`src/hw/rtl/wsd_pkg.sv`:
```
// ----------------------------------------------------------------------------
// wsd_pkg
// Types and constants shared by the WebSocket frame deframer files.
// ----------------------------------------------------------------------------
package wsd_pkg;

	// Result kinds on the output channel.
	typedef enum logic [1:0] {
		KIND_PAYLOAD   = 2'd0,
		KIND_EMPTY_END = 2'd1,
		KIND_CLOSE     = 2'd2,
		KIND_PONG      = 2'd3
	} kind_t;

	// Frame opcodes that get special handling.
	localparam logic [3:0] OP_MAX_DATA = 4'h2;
	localparam logic [3:0] OP_CLOSE    = 4'h8;
	localparam logic [3:0] OP_PING     = 4'h9;

	// Seven-bit length codes that announce an extended length.
	localparam logic [6:0] LEN_EXT16 = 7'd126;
	localparam logic [6:0] LEN_EXT64 = 7'd127;

	// Byte counts of the header extensions.
	localparam logic [3:0] HC_EXT16 = 4'd2;
	localparam logic [3:0] HC_EXT64 = 4'd8;
	localparam logic [3:0] HC_KEY   = 4'd4;

	// One result as produced by the parser for the byte it is given.
	typedef struct packed {
		logic       emit;
		kind_t      kind;
		logic [7:0] data;
		logic [3:0] opcode;
		logic       fin;
		logic       last;
	} parse_t;

endpackage

```
`src/hw/rtl/wsd_byte_if.sv`:
```
// ----------------------------------------------------------------------------
// wsd_byte_if
// Valid/ready channel that carries one received byte per transfer.
// ----------------------------------------------------------------------------
interface wsd_byte_if;
	logic       valid;
	logic       ready;
	logic [7:0] rx_byte;

	modport source (output valid, output rx_byte, input ready);
	modport sink   (input valid, input rx_byte, output ready);
endinterface

```
`src/hw/rtl/wsd_result_if.sv`:
```
// ----------------------------------------------------------------------------
// wsd_result_if
// Valid/ready channel that carries one deframer result per transfer.
// ----------------------------------------------------------------------------
interface wsd_result_if;
	logic            valid;
	logic            ready;
	wsd_pkg::kind_t  kind;
	logic [7:0]      data;
	logic [3:0]      frame_opcode;
	logic            final_fragment;
	logic            last_of_frame;

	modport source (output valid, output kind, output data, output frame_opcode,
		output final_fragment, output last_of_frame, input ready);
	modport sink   (input valid, input kind, input data, input frame_opcode,
		input final_fragment, input last_of_frame, output ready);
endinterface

```
`src/hw/rtl/wsd_parser.sv`:
```
// ----------------------------------------------------------------------------
// wsd_parser
// Frame header state machine and payload unmasking. The result for the
// presented byte is combinational; the state advances when step is high.
// ----------------------------------------------------------------------------
module wsd_parser (
	input  logic            clk,
	input  logic            arst_n,
	input  logic            step,
	input  logic [7:0]      rx_byte,
	output wsd_pkg::parse_t res
);
	import wsd_pkg::*;

	typedef enum logic [5:0] {
		PH_HDR0    = 6'b000001,
		PH_HDR1    = 6'b000010,
		PH_EXTLEN  = 6'b000100,
		PH_KEY     = 6'b001000,
		PH_PAYLOAD = 6'b010000,
		PH_CLOSED  = 6'b100000
	} phase_t;

	phase_t      phase_q, phase_d;
	logic [3:0]  hc_q, hc_d;
	logic        fin_q, fin_d;
	logic [3:0]  op_q, op_d;
	logic        masked_q, masked_d;
	logic [31:0] key_q, key_d;
	logic [63:0] rem_q, rem_d;
	logic [1:0]  ki_q, ki_d;

	logic [63:0] rem_chk;
	logic [63:0] rem_shift;
	logic        len_done;
	logic        len_masked;
	logic        hdr_done;
	logic        end_req;
	logic        end_empty;
	logic        is_data;
	logic [7:0]  kb;

	assign is_data   = (op_q <= OP_MAX_DATA);
	assign rem_shift = {rem_q[55:0], rx_byte};

	// Key byte for the current payload position, first key byte first.
	always_comb begin
		case (ki_q)
			2'd0:    kb = key_q[31:24];
			2'd1:    kb = key_q[23:16];
			2'd2:    kb = key_q[15:8];
			default: kb = key_q[7:0];
		endcase
	end

	// Next state and result for the presented byte.
	always_comb begin
		phase_d    = phase_q;
		hc_d       = hc_q;
		fin_d      = fin_q;
		op_d       = op_q;
		masked_d   = masked_q;
		key_d      = key_q;
		rem_d      = rem_q;
		ki_d       = ki_q;
		rem_chk    = rem_q;
		len_done   = 1'b0;
		len_masked = masked_q;
		hdr_done   = 1'b0;
		end_req    = 1'b0;
		end_empty  = 1'b0;
		res.emit   = 1'b0;
		res.kind   = KIND_PAYLOAD;
		res.data   = 8'h00;
		res.opcode = op_q;
		res.fin    = fin_q;
		res.last   = 1'b0;

		unique case (phase_q)
			PH_HDR0: begin
				fin_d   = rx_byte[7];
				op_d    = rx_byte[3:0];
				phase_d = PH_HDR1;
			end
			PH_HDR1: begin
				masked_d   = rx_byte[7];
				len_masked = rx_byte[7];
				rem_d      = 64'd0;
				if (rx_byte[6:0] == LEN_EXT16) begin
					hc_d    = HC_EXT16;
					phase_d = PH_EXTLEN;
				end else if (rx_byte[6:0] == LEN_EXT64) begin
					hc_d    = HC_EXT64;
					phase_d = PH_EXTLEN;
				end else begin
					rem_d    = {57'd0, rx_byte[6:0]};
					rem_chk  = {57'd0, rx_byte[6:0]};
					len_done = 1'b1;
				end
			end
			PH_EXTLEN: begin
				rem_d   = rem_shift;
				rem_chk = rem_shift;
				hc_d    = hc_q - 4'd1;
				if (hc_q == 4'd1) begin
					len_done = 1'b1;
				end
			end
			PH_KEY: begin
				key_d = {key_q[23:0], rx_byte};
				hc_d  = hc_q - 4'd1;
				if (hc_q == 4'd1) begin
					hdr_done = 1'b1;
				end
			end
			PH_PAYLOAD: begin
				ki_d  = ki_q + 2'd1;
				rem_d = rem_q - 64'd1;
				if (is_data) begin
					res.emit = 1'b1;
					res.data = rx_byte ^ (masked_q ? kb : 8'h00);
					res.last = (rem_q == 64'd1);
					if (rem_q == 64'd1) begin
						phase_d = PH_HDR0;
					end
				end else if (rem_q == 64'd1) begin
					end_req = 1'b1;
				end
			end
			PH_CLOSED: begin
			end
			default: begin
				phase_d = PH_HDR0;
			end
		endcase

		// Length complete: the masking key follows, or the header is over.
		if (len_done) begin
			if (len_masked) begin
				phase_d = PH_KEY;
				hc_d    = HC_KEY;
				key_d   = 32'd0;
			end else begin
				hdr_done = 1'b1;
			end
		end

		// Header complete: start the payload or end an empty frame.
		if (hdr_done) begin
			ki_d = 2'd0;
			if (rem_chk == 64'd0) begin
				end_req   = 1'b1;
				end_empty = 1'b1;
			end else begin
				phase_d = PH_PAYLOAD;
			end
		end

		// Frame end without a payload byte result.
		if (end_req) begin
			phase_d = PH_HDR0;
			if (op_q == OP_CLOSE) begin
				res.emit = 1'b1;
				res.kind = KIND_CLOSE;
				res.last = 1'b1;
				phase_d  = PH_CLOSED;
			end else if (op_q == OP_PING) begin
				res.emit = 1'b1;
				res.kind = KIND_PONG;
				res.last = 1'b1;
			end else if (end_empty && is_data) begin
				res.emit = 1'b1;
				res.kind = KIND_EMPTY_END;
				res.last = 1'b1;
			end
		end
	end

	// Parser state.
	always_ff @(posedge clk or negedge arst_n) begin
		if (!arst_n) begin
			phase_q  <= PH_HDR0;
			hc_q     <= 4'd0;
			fin_q    <= 1'b0;
			op_q     <= 4'd0;
			masked_q <= 1'b0;
			key_q    <= 32'd0;
			rem_q    <= 64'd0;
			ki_q     <= 2'd0;
		end else if (step) begin
			phase_q  <= phase_d;
			hc_q     <= hc_d;
			fin_q    <= fin_d;
			op_q     <= op_d;
			masked_q <= masked_d;
			key_q    <= key_d;
			rem_q    <= rem_d;
			ki_q     <= ki_d;
		end
	end

endmodule

```
`src/hw/rtl/websocket_frame_deframer.sv`:
```
// ----------------------------------------------------------------------------
// websocket_frame_deframer
// Receive-side WebSocket frame parser: one byte in per transfer, at most one
// result (payload byte, empty frame end, close or pong request) out.
// ----------------------------------------------------------------------------
// Path: an accepted byte is held in the input register and parsed from there;
// its result is held in the result register and offered from it.
// Throughput: one byte per cycle while the result channel does not stall; the
// critical path is the 64-bit length decrement and compare in the parser.
// Reset: arst_n clears the parser to the first header byte and empties the
// input and output registers.
module websocket_frame_deframer (
	input  logic         clk,
	input  logic         arst_n,
	wsd_byte_if.sink     rx,
	wsd_result_if.source msg
);
	import wsd_pkg::*;

	logic       vld_s1;
	logic [7:0] byte_s1;
	logic       advance;
	logic       out_vld_q;
	parse_t     res;
	parse_t     out_q;

	assign advance  = vld_s1 && (!out_vld_q || msg.ready);
	assign rx.ready = !vld_s1 || advance;

	// Input register.
	always_ff @(posedge clk or negedge arst_n) begin
		if (!arst_n) begin
			vld_s1 <= 1'b0;
		end else if (rx.ready) begin
			vld_s1 <= rx.valid;
		end
	end

	always_ff @(posedge clk) begin
		if (rx.ready && rx.valid) begin
			byte_s1 <= rx.rx_byte;
		end
	end

	wsd_parser u_parser (
		.clk     (clk),
		.arst_n  (arst_n),
		.step    (advance),
		.rx_byte (byte_s1),
		.res     (res)
	);

	// Result register; it drains on a transfer and refills behind it.
	always_ff @(posedge clk or negedge arst_n) begin
		if (!arst_n) begin
			out_vld_q <= 1'b0;
		end else if (advance) begin
			out_vld_q <= res.emit;
		end else if (msg.ready) begin
			out_vld_q <= 1'b0;
		end
	end

	always_ff @(posedge clk) begin
		if (advance) begin
			out_q <= res;
		end
	end

	assign msg.valid          = out_vld_q;
	assign msg.kind           = out_q.kind;
	assign msg.data           = out_q.data;
	assign msg.frame_opcode   = out_q.opcode;
	assign msg.final_fragment = out_q.fin;
	assign msg.last_of_frame  = out_q.last;

endmodule

```
`src/flat_wrapper.sv`:
```
// flat-port wrapper written by rule: the top's interface ports become plain ports
module websocket_frame_deframer_flat import wsd_pkg::*;
  (clk, arst_n, rx_valid, rx_rx_byte, rx_ready, msg_valid, msg_kind, msg_data, msg_frame_opcode, msg_final_fragment, msg_last_of_frame, msg_ready);
  wsd_byte_if rx_i ();
  wsd_result_if msg_i ();
  input  logic clk;
  input  logic arst_n;
  input wire logic [$bits(rx_i.valid)-1:0] rx_valid;
  input wire logic [$bits(rx_i.rx_byte)-1:0] rx_rx_byte;
  output wire logic [$bits(rx_i.ready)-1:0] rx_ready;
  output wire logic [$bits(msg_i.valid)-1:0] msg_valid;
  output wire logic [$bits(msg_i.kind)-1:0] msg_kind;
  output wire logic [$bits(msg_i.data)-1:0] msg_data;
  output wire logic [$bits(msg_i.frame_opcode)-1:0] msg_frame_opcode;
  output wire logic [$bits(msg_i.final_fragment)-1:0] msg_final_fragment;
  output wire logic [$bits(msg_i.last_of_frame)-1:0] msg_last_of_frame;
  input wire logic [$bits(msg_i.ready)-1:0] msg_ready;
  assign rx_i.valid = rx_valid;
  assign rx_i.rx_byte = rx_rx_byte;
  assign rx_ready = rx_i.ready;
  assign msg_valid = msg_i.valid;
  assign msg_kind = msg_i.kind;
  assign msg_data = msg_i.data;
  assign msg_frame_opcode = msg_i.frame_opcode;
  assign msg_final_fragment = msg_i.final_fragment;
  assign msg_last_of_frame = msg_i.last_of_frame;
  assign msg_i.ready = msg_ready;
  websocket_frame_deframer u_core (.clk(clk), .arst_n(arst_n), .rx(rx_i), .msg(msg_i));
endmodule
```
`config.mk`:
```
export PLATFORM = sky130hd
export DESIGN_NAME = websocket_frame_deframer_flat
export DESIGN_NICKNAME = d
export VERILOG_FILES = /design/src/hw/rtl/wsd_pkg.sv /design/src/hw/rtl/wsd_byte_if.sv /design/src/hw/rtl/wsd_result_if.sv /design/src/hw/rtl/wsd_parser.sv /design/src/hw/rtl/websocket_frame_deframer.sv /design/src/flat_wrapper.sv
export SDC_FILE = /design/constraint.sdc
export NUM_CORES = 1
export LEC_CHECK = 0
export BUFFER_PORTS_ARGS = -buffer_cell sky130_fd_sc_hd__buf_4
export CELL_PAD_IN_SITES_DETAIL_PLACEMENT = 0
export CELL_PAD_IN_SITES_GLOBAL_PLACEMENT = 1
export CORE_MARGIN = 1
export CORE_UTILIZATION = 48
export DETAILED_ROUTE_END_ITERATION = 16
export PLACE_DENSITY = 0.82
export SLEW_MARGIN = 0
export SYNTH_ARGS = -nofsm -noshare
export SYNTH_HDL_FRONTEND = slang
export SYNTH_SLANG_ARGS = --single-unit
```
`constraint.sdc`:
```
create_clock -name clk -period 3.5 [get_ports clk]
set_input_delay 0.175 -clock clk [delete_from_list [all_inputs] [get_ports clk]]
set_output_delay 0.175 -clock clk [all_outputs]
set_load 0.1 [all_outputs]
```
==> reports/metrics.yaml, run 1 <==
clocking:
  clock_tree.htree_level_count: 4
  numClockSinks: 140
  post-cts-setup-buffer-count: 0
  ctsLongestPathBuffers: 2
  cts_tree: "done"
  cts.root.buffer_cell: "clkbuf_16"
  numCtsBuffers: 17
  clk_latency_ns: 0.43
  postCtsResizedCells: 0
  clock_transition_at_the_registers_of_the_reported_paths_ns: 0.07
logic_synthesis:
  synth_cells: 923
  synth.area.top_cells: "dfrtp_1 37%, edfxtp_1 9.2%, o21ai_0 7.2%"
  synth-seq-area-share: 0.4630
  synth_cell_types: 56
  synth.net_count: 943
  synth_largest_area_cell: "dfrtp_1"
  post-synth-top-area-fraction: 0.3676
  synth_edf_count: 24
  postSynth.asyncResetShare: 0.8286
  synth_top_flop_cell: "dfrtp_1"
  synth.cell_area_sq_um: 7829
  synth_warnings: 0
  mean_instance_size_in_the_synthesized_netlist_sq_um: 8.482
  synth-seq-cells: 140
global_route:
  grt_start_max_net_pins: 68
  grt_util_all_layers: 0.2813
  grt_pass1_wl_mm: 36.65
  number_of_antenna_violations_at_the_first_check_in_global_routing: 0
  first_global_vias: 7068
  grt_remaining_overflow: 0
die:
  initial_utilization: 0.4928
  fp.dieArea_sq_um: 16820
  design.core.area_sq_um: 15890
  num_rows: 46
  fp.dieH_um: 129.7
  io-pin-count: 30
  die_width_um: 129.7
worst_hold_path:
  min_to: "u_core.msg.valid$_DFFE_PN0P_"
  worstHoldPathCells: 3
  timing.hold.worst.class: "in2reg"
  holdCritStartpoint: "msg_ready"
critical_path:
  worstSetupStartpoint: "u_core.u_parser.rem_q[32]$_DFFE_PN0P_"
  worst_r2r_path_depth: 7
  cp_top_family: "simple AND/OR/NAND/NOR gates"
  cp_data_arrival_time_ns: 3.57
  worstPathBufferInverterCount: 0
  timing.critical_path.slowest_stage_cell: "or4_1"
  critical-path-max-stage-delay_ns: 0.61
  worst_reg2reg_path_endpoint: "u_core.u_parser.rem_q[59]$_DFFE_PN0P_"
  timing.critical_path.cells: "or3_1 > or4_1 > or4_4 > or4_1 > nor3_2 > mux2i_1 > o22ai_1"
  r2r_start: "u_core.u_parser.rem_q[32]$_DFFE_PN0P_"
  cp_common_cell: "or4_1"
  crit_path_max_fanout: 7
  register_to_register_setup_slack_ns: 0.23
  path_class: "reg2reg"
  startpoint_class: "flip-flop"
  worstPathRequired_ns: 3.80
  timing.critical_path.to_type: "flip-flop"
finish:
  filler_cell_count: 1453
  most_common_cell_after_layout_fill_and_taps_aside: "nand2_1"
  finalNonFillerCells: 1171
  areaGrowthSynthToFinish_pct: 15.01
  layout_nets: 962
  final_cell_mix: "127 x nand2_1, 115 x dfrtp_1, 112 x o21ai_0"
  n_antenna_cell: 0
  post_route_cells_drive_above_1_share: 0.1162
pwr:
  power.combinational.fraction: 0.282
  max_vdd_drop_mv: 0.4079
  p_switching_uw: 2117
  p_leak_uw: 0.003654
  power.clock.fraction: 0.318
  cell_internal_pwr_uw: 3519
  cellPowerDensity_nw_per_um2: 625.9
  power.share.sequential: 0.400
  swShare: 0.3756
job:
  timing.max_cap.violations: 0
drt:
  detail_route.first_pass.iterations: 5
  detail_route.iter0.violations: 693
  routedWlPerCell_um: 19.33
  vias: 7477
  drt.antenna.violating_nets: 0
  drc: 0
  wl_mm: 22.64
  viasPerCell: 6.385
sta:
  final_period_minus_worst_setup_slack_ns: 3.265
  finalCritPeriodShare: 0.9329
  worst_pin_slew_ns: 0.8654
  fin_setup_tns_ns: 0
  setup_violators_final: 0
  slew_violations: 0
  hold_viol_final: 0
  maxSlewHeadroom: 0.4231
  achievable-frequency_ghz: 0.3063
  final.setup_skew_ns: 0.01189
  unrepaired_setup_endpoints_after_global_routing: "false"
place:
  dpl.cell_count: 1129
  io_buffers: 29
  place_hpwl_mm: 15.11
  routabilityCongestion: 0.8997
run_status:
  outcome: "finished clean"
==> through the flow <==
step	hold WS, ns	setup WS [ns]	area (sq um)	util	total power [uW]
after floorplan	-0.1206	0.4532	7829	-	3328
after global placement	0.3265	0.3618	8327	0.5242	3788
after detailed placement	0.3355	0.2787	8327	0.5242	3831
after CTS	0.04474	0.2550	9004	0.5668	5629
after global routing	0.06235	0.06284	9004	0.5668	5923
final	0.04519	0.2350	9004	0.5668	5636
==> sequential cells by signal, indices dropped and copies added, names as in the netlist, 2 cells and up <==
register	cells
u_core.u_parser.op_q	4
u_core.u_parser.rem_q	64
u_core.u_parser.ki_q	2
u_core.u_parser.key_q	32
u_core.msg.kind	2
u_core.msg.frame_opcode	4
u_core.u_parser.phase_q	6
u_core.byte_s1	8
u_core.u_parser.hc_q	4
u_core.msg.data	8
==> cell type report <==
cell class / instances / area [sq um] / area share
clock buffer: 19 / 432.9 / 0.04808
clock inverter: 13 / 143.9 / 0.01598
sequential: 140 / 3625 / 0.4026
tap: 216 / 270.3 / 0.03002
inverter: 16 / 60.06 / 0.006670
timing repair buffer: 68 / 548.0 / 0.06087
multi-input combinational: 699 / 3924 / 0.4358
==> how the worst max path moves through the flow <==
stage                                                  to  slack [ns]  cells after the start
floorplan           u_core.u_parser.rem_q[59]$_DFFE_PN0P_        0.45                     10
global placement         u_core.msg.kind[0]$_SDFFCE_PP0P_        0.36                      7
detailed placement  u_core.u_parser.rem_q[63]$_DFFE_PN0P_        0.28                      7
CTS                 u_core.u_parser.rem_q[63]$_DFFE_PN0P_        0.26                      7
global route             u_core.msg.kind[0]$_SDFFCE_PP0P_        0.06                      7
finish              u_core.u_parser.rem_q[59]$_DFFE_PN0P_        0.23                      7
==> metal layers <==
layer / part of all wire / global-route usage / vias up / wire, um
met5: 0 / 0 / - / 0
met2: 0.48 / 0.4621 / 318 / 10980
met3: 0.070 / 0.05084 / 38 / 1582
met4: 0.018 / 0.09371 / 0 / 410
li1: - / - / 3447 / -
met1: 0.43 / 0.3763 / 3674 / 9667
==> Yosys cell counts (6+ instances only) <==
cell type / instances
a22o_1: 7
o31ai_1: 8
nor4_1: 29
nand4_1: 8
nand2b_1: 9
xor2_1: 9
nor3_1: 39
a21oi_1: 94
nand3_1: 11
a32oi_1: 13
edfxtp_1: 24
nor2_1: 79
or3_1: 11
o21ai_0: 112
a22oi_1: 23
or2_2: 6
dfrtp_1: 115
a222oi_1: 8
mux2_2: 6
o2bb2ai_1: 7
inv_1: 16
nand2_1: 127
clkbuf_1: 63
ha_1: 8
or4_1: 11
o22ai_1: 11
==> power groups by stage <==
stage	clock, uW	combinational (uW)	sequential (uW)
global route	1890	1740	2300
finish	1790	1590	2260
detailed placement	0	1550	2280
global placement	0	1530	2260
floorplan	0	1030	2300
CTS	1800	1580	2250
==> cells by family after synthesis <==
kind of cell	count (synthesis)	synth area share
buffers and inverters	84	0.04075
adder cells (fa/ha/maj)	8	0.01279
AND/OR/NAND/NOR	360	0.2209
flip-flops	140	0.4630
AO/OA/AOI/OAI	314	0.2413
multiplexers	8	0.01119
XOR/XNOR	9	0.01007
==> tightest hold or removal path, cell delays in order <==
cell	delay (ns)
buf_4	0.08
nor2b_1	0.05
a21o_1	0.14
==> what timing repair did <==
| action | in CTS | in global routing |
|---|---|---|
| endpoints found under the hold margin | 70 | 0 |
| setup endpoints to repair | 0 | 0 |
| hold buffers | 10 | 0 |
Power figures use the tool's default switching activity.
==> run 2: changes to the inputs <==
--- a/config.mk
+++ b/config.mk
@@ -9,9 +9,9 @@
 export CELL_PAD_IN_SITES_DETAIL_PLACEMENT = 0
 export CELL_PAD_IN_SITES_GLOBAL_PLACEMENT = 1
 export CORE_MARGIN = 1
-export CORE_UTILIZATION = 48
+export CORE_UTILIZATION = 36
 export DETAILED_ROUTE_END_ITERATION = 16
-export PLACE_DENSITY = 0.82
+export PLACE_DENSITY = 0.64
 export SLEW_MARGIN = 0
 export SYNTH_ARGS = -nofsm -noshare
 export SYNTH_HDL_FRONTEND = slang
==> run 2 against run 1 <==
  * Setup slack improved by 0.059 ns
  * Maximum frequency is 1.8% higher
  * Non-clock buffer count is 1 lower
  * Design area rose by 1.1%
  * Critical path type unchanged
==> reports/metrics.yaml, run 2 (same netlist as run 1, synthesis figures left out) <==
pwr:
  max_vdd_drop_mv: 0.3167
  p_leak_uw: 0.003677
  cellPowerDensity_nw_per_um2: 624.4
finish:
  seq_area_sq_um: 3625
  post_route_cells_drive_above_1_share: 0.1164
  regMostFlops: "u_core.u_parser.rem_q"
  largest_register_ffs: 64
  area_used_by_multi_input_combinational_logic_sq_um: 3924
  areaGrowthSynthToFinish_pct: 16.30
  n_antenna_cell: 0
  layout_nets: 961
  filler_cell_count: 2149
  final_cell_mix: "127 x nand2_1, 115 x dfrtp_1, 112 x o21ai_0"
  regs_by_ff_count: "u_core.u_parser.rem_q (64), u_core.u_parser.key_q (32)"
  most_common_cell_after_layout_fill_and_taps_aside: "nand2_1"
sta:
  maxSlewHeadroom: 0.1754
  final.setup.worst_slack_ns: 0.2941
  final.setup_skew_ns: 0.01250
  finalCritPeriodShare: 0.9160
  achievable-frequency_ghz: 0.3119
  setup_violators_final: 0
  slew_violations: 0
  unrepaired_setup_endpoints_after_global_routing: "false"
  fin_setup_tns_ns: 0
  worst_pin_slew_ns: 1.237
  hold_viol_final: 0
  final_period_minus_worst_setup_slack_ns: 3.206
run_status:
  outcome: "finished clean"
die:
  initial_utilization: 0.3701
  fp.dieArea_sq_um: 22340
  io-pin-count: 30
  num_rows: 53
  die_width_um: 149.5
  fp.dieH_um: 149.5
  design.core.area_sq_um: 21150
global_route:
  first_global_vias: 6939
  grt_remaining_overflow: 0
  grt_pass1_wl_mm: 38.45
  grt_start_max_net_pins: 117
  grt_util_all_layers: 0.2207
  number_of_antenna_violations_at_the_first_check_in_global_routing: 0
worst_hold_path:
  timing.hold.worst.class: "in2reg"
place:
  routabilityCongestion: 0.7914
  placement.setup.worst_slack_ns: 0.3399
  io_buffers: 29
  place_hpwl_mm: 15.52
clocking:
  clock_transition_at_the_registers_of_the_reported_paths_ns: 0.07
  ctsLongestPathBuffers: 2
  postCtsResizedCells: 0
  clk_latency_ns: 0.43
  cts.root.buffer_cell: "clkbuf_16"
  cts_tree: "done"
  numCtsBuffers: 17
  clock_tree.htree_level_count: 4
  numClockSinks: 140
drt:
  detail_route.first_pass.iterations: 5
  drc: 0
  detail_route.iter0.violations: 474
  wl_mm: 23.63
  vias: 7209
  routedWlPerCell_um: 19.22
  drt.antenna.violating_nets: 0
  viasPerCell: 5.866
critical_path:
  startpoint_class: "flip-flop"
  path_class: "reg2reg"
  register_to_register_setup_slack_ns: 0.29
  crit_path_max_fanout: 7
  cp_data_arrival_time_ns: 3.47
  worstPathRequired_ns: 3.76
  timing.critical_path.to_type: "flip-flop"
job:
  timing.max_cap.violations: 0
## run 2: cell types whose count changed in the layout (fill, tap and decap cells not counted), sizes merged
cell | before | now
buf | 58 | 57
bufinv | 2 | 1
clkbuf | 19 | 20
clkinv | 6 | 4
clkinvlp | 3 | 0
inv | 18 | 23
## run 2: area by class of cell
type	instances	area share
Timing Repair Buffer	67	0.06074
Inverter	16	0.006596
Tap cell	275	0.03779
Sequential cell	140	0.3981
Multi-Input combinational cell	699	0.4309
Clock buffer	20	0.05263
Clock inverter	12	0.01319
## run 2: through the flow
stage	cell area, sq um	power (uW)	cells	hold WS (ns)	utilization
floorplan	7829	3328	923	-0.1206	-
global placement	8406	3852	1187	0.3412	0.3974
detailed placement	8406	3844	1187	0.3419	0.3974
CTS	9105	5732	1229	0.05722	0.4304
global route	9105	6027	1229	0.06078	0.4304
finish	9105	5685	1229	0.06815	0.4304
## run 2: final timing paths
check                                                       end  cells after the start                                  start
max                            u_core.msg.kind[0]$_SDFFCE_PP0P_                      7  u_core.u_parser.rem_q[32]$_DFFE_PN0P_
min                                u_core.msg.valid$_DFFE_PN0P_                      3                              msg_ready
max reg2reg                    u_core.msg.kind[0]$_SDFFCE_PP0P_                      7  u_core.u_parser.rem_q[32]$_DFFE_PN0P_
min reg2reg                 u_core.msg.final_fragment$_DFFE_PP_                      0      u_core.u_parser.fin_q$_DFFE_PN0P_
max in group asynchronous  u_core.u_parser.key_q[1]$_DFFE_PN0P_                      3                                 arst_n
min in group asynchronous   u_core.u_parser.op_q[3]$_DFFE_PN0P_                      3                                 arst_n
## run 2: metal layers
| metal | track usage | vias to the layer above | wire length (um) |
|---|---|---|---|
| met1 | 0.3092 | 3579 | 11390 |
| met3 | 0.03354 | 27 | 861 |
| met2 | 0.3521 | 152 | 11010 |
| met5 | 0 | - | 0 |
| li1 | - | 3451 | - |
| met4 | 0.06122 | 0 | 356 |
## run 2: worst max-delay path, stage by stage (launching register included)
cell and delay, ns:
dfrtp_1 0.46, or3_1 0.46, or4_1 0.54, or4_4 0.54
o31ai_1 0.42, a41o_1 0.31, nand2b_1 0.10, a211oi_1 0.21
## run 2: repair_timing
action                                 4_1_cts  5_1_grt
setup endpoints to repair                    0        0
hold buffers                                10        0
endpoints found under the hold margin      124        0
setup buffers                                0        0
## run 2: power by group
group          internal (uW)  switching [uW]
logic                    545            1030
registers               1920             343
clock network           1080             772
total                   3540            2140
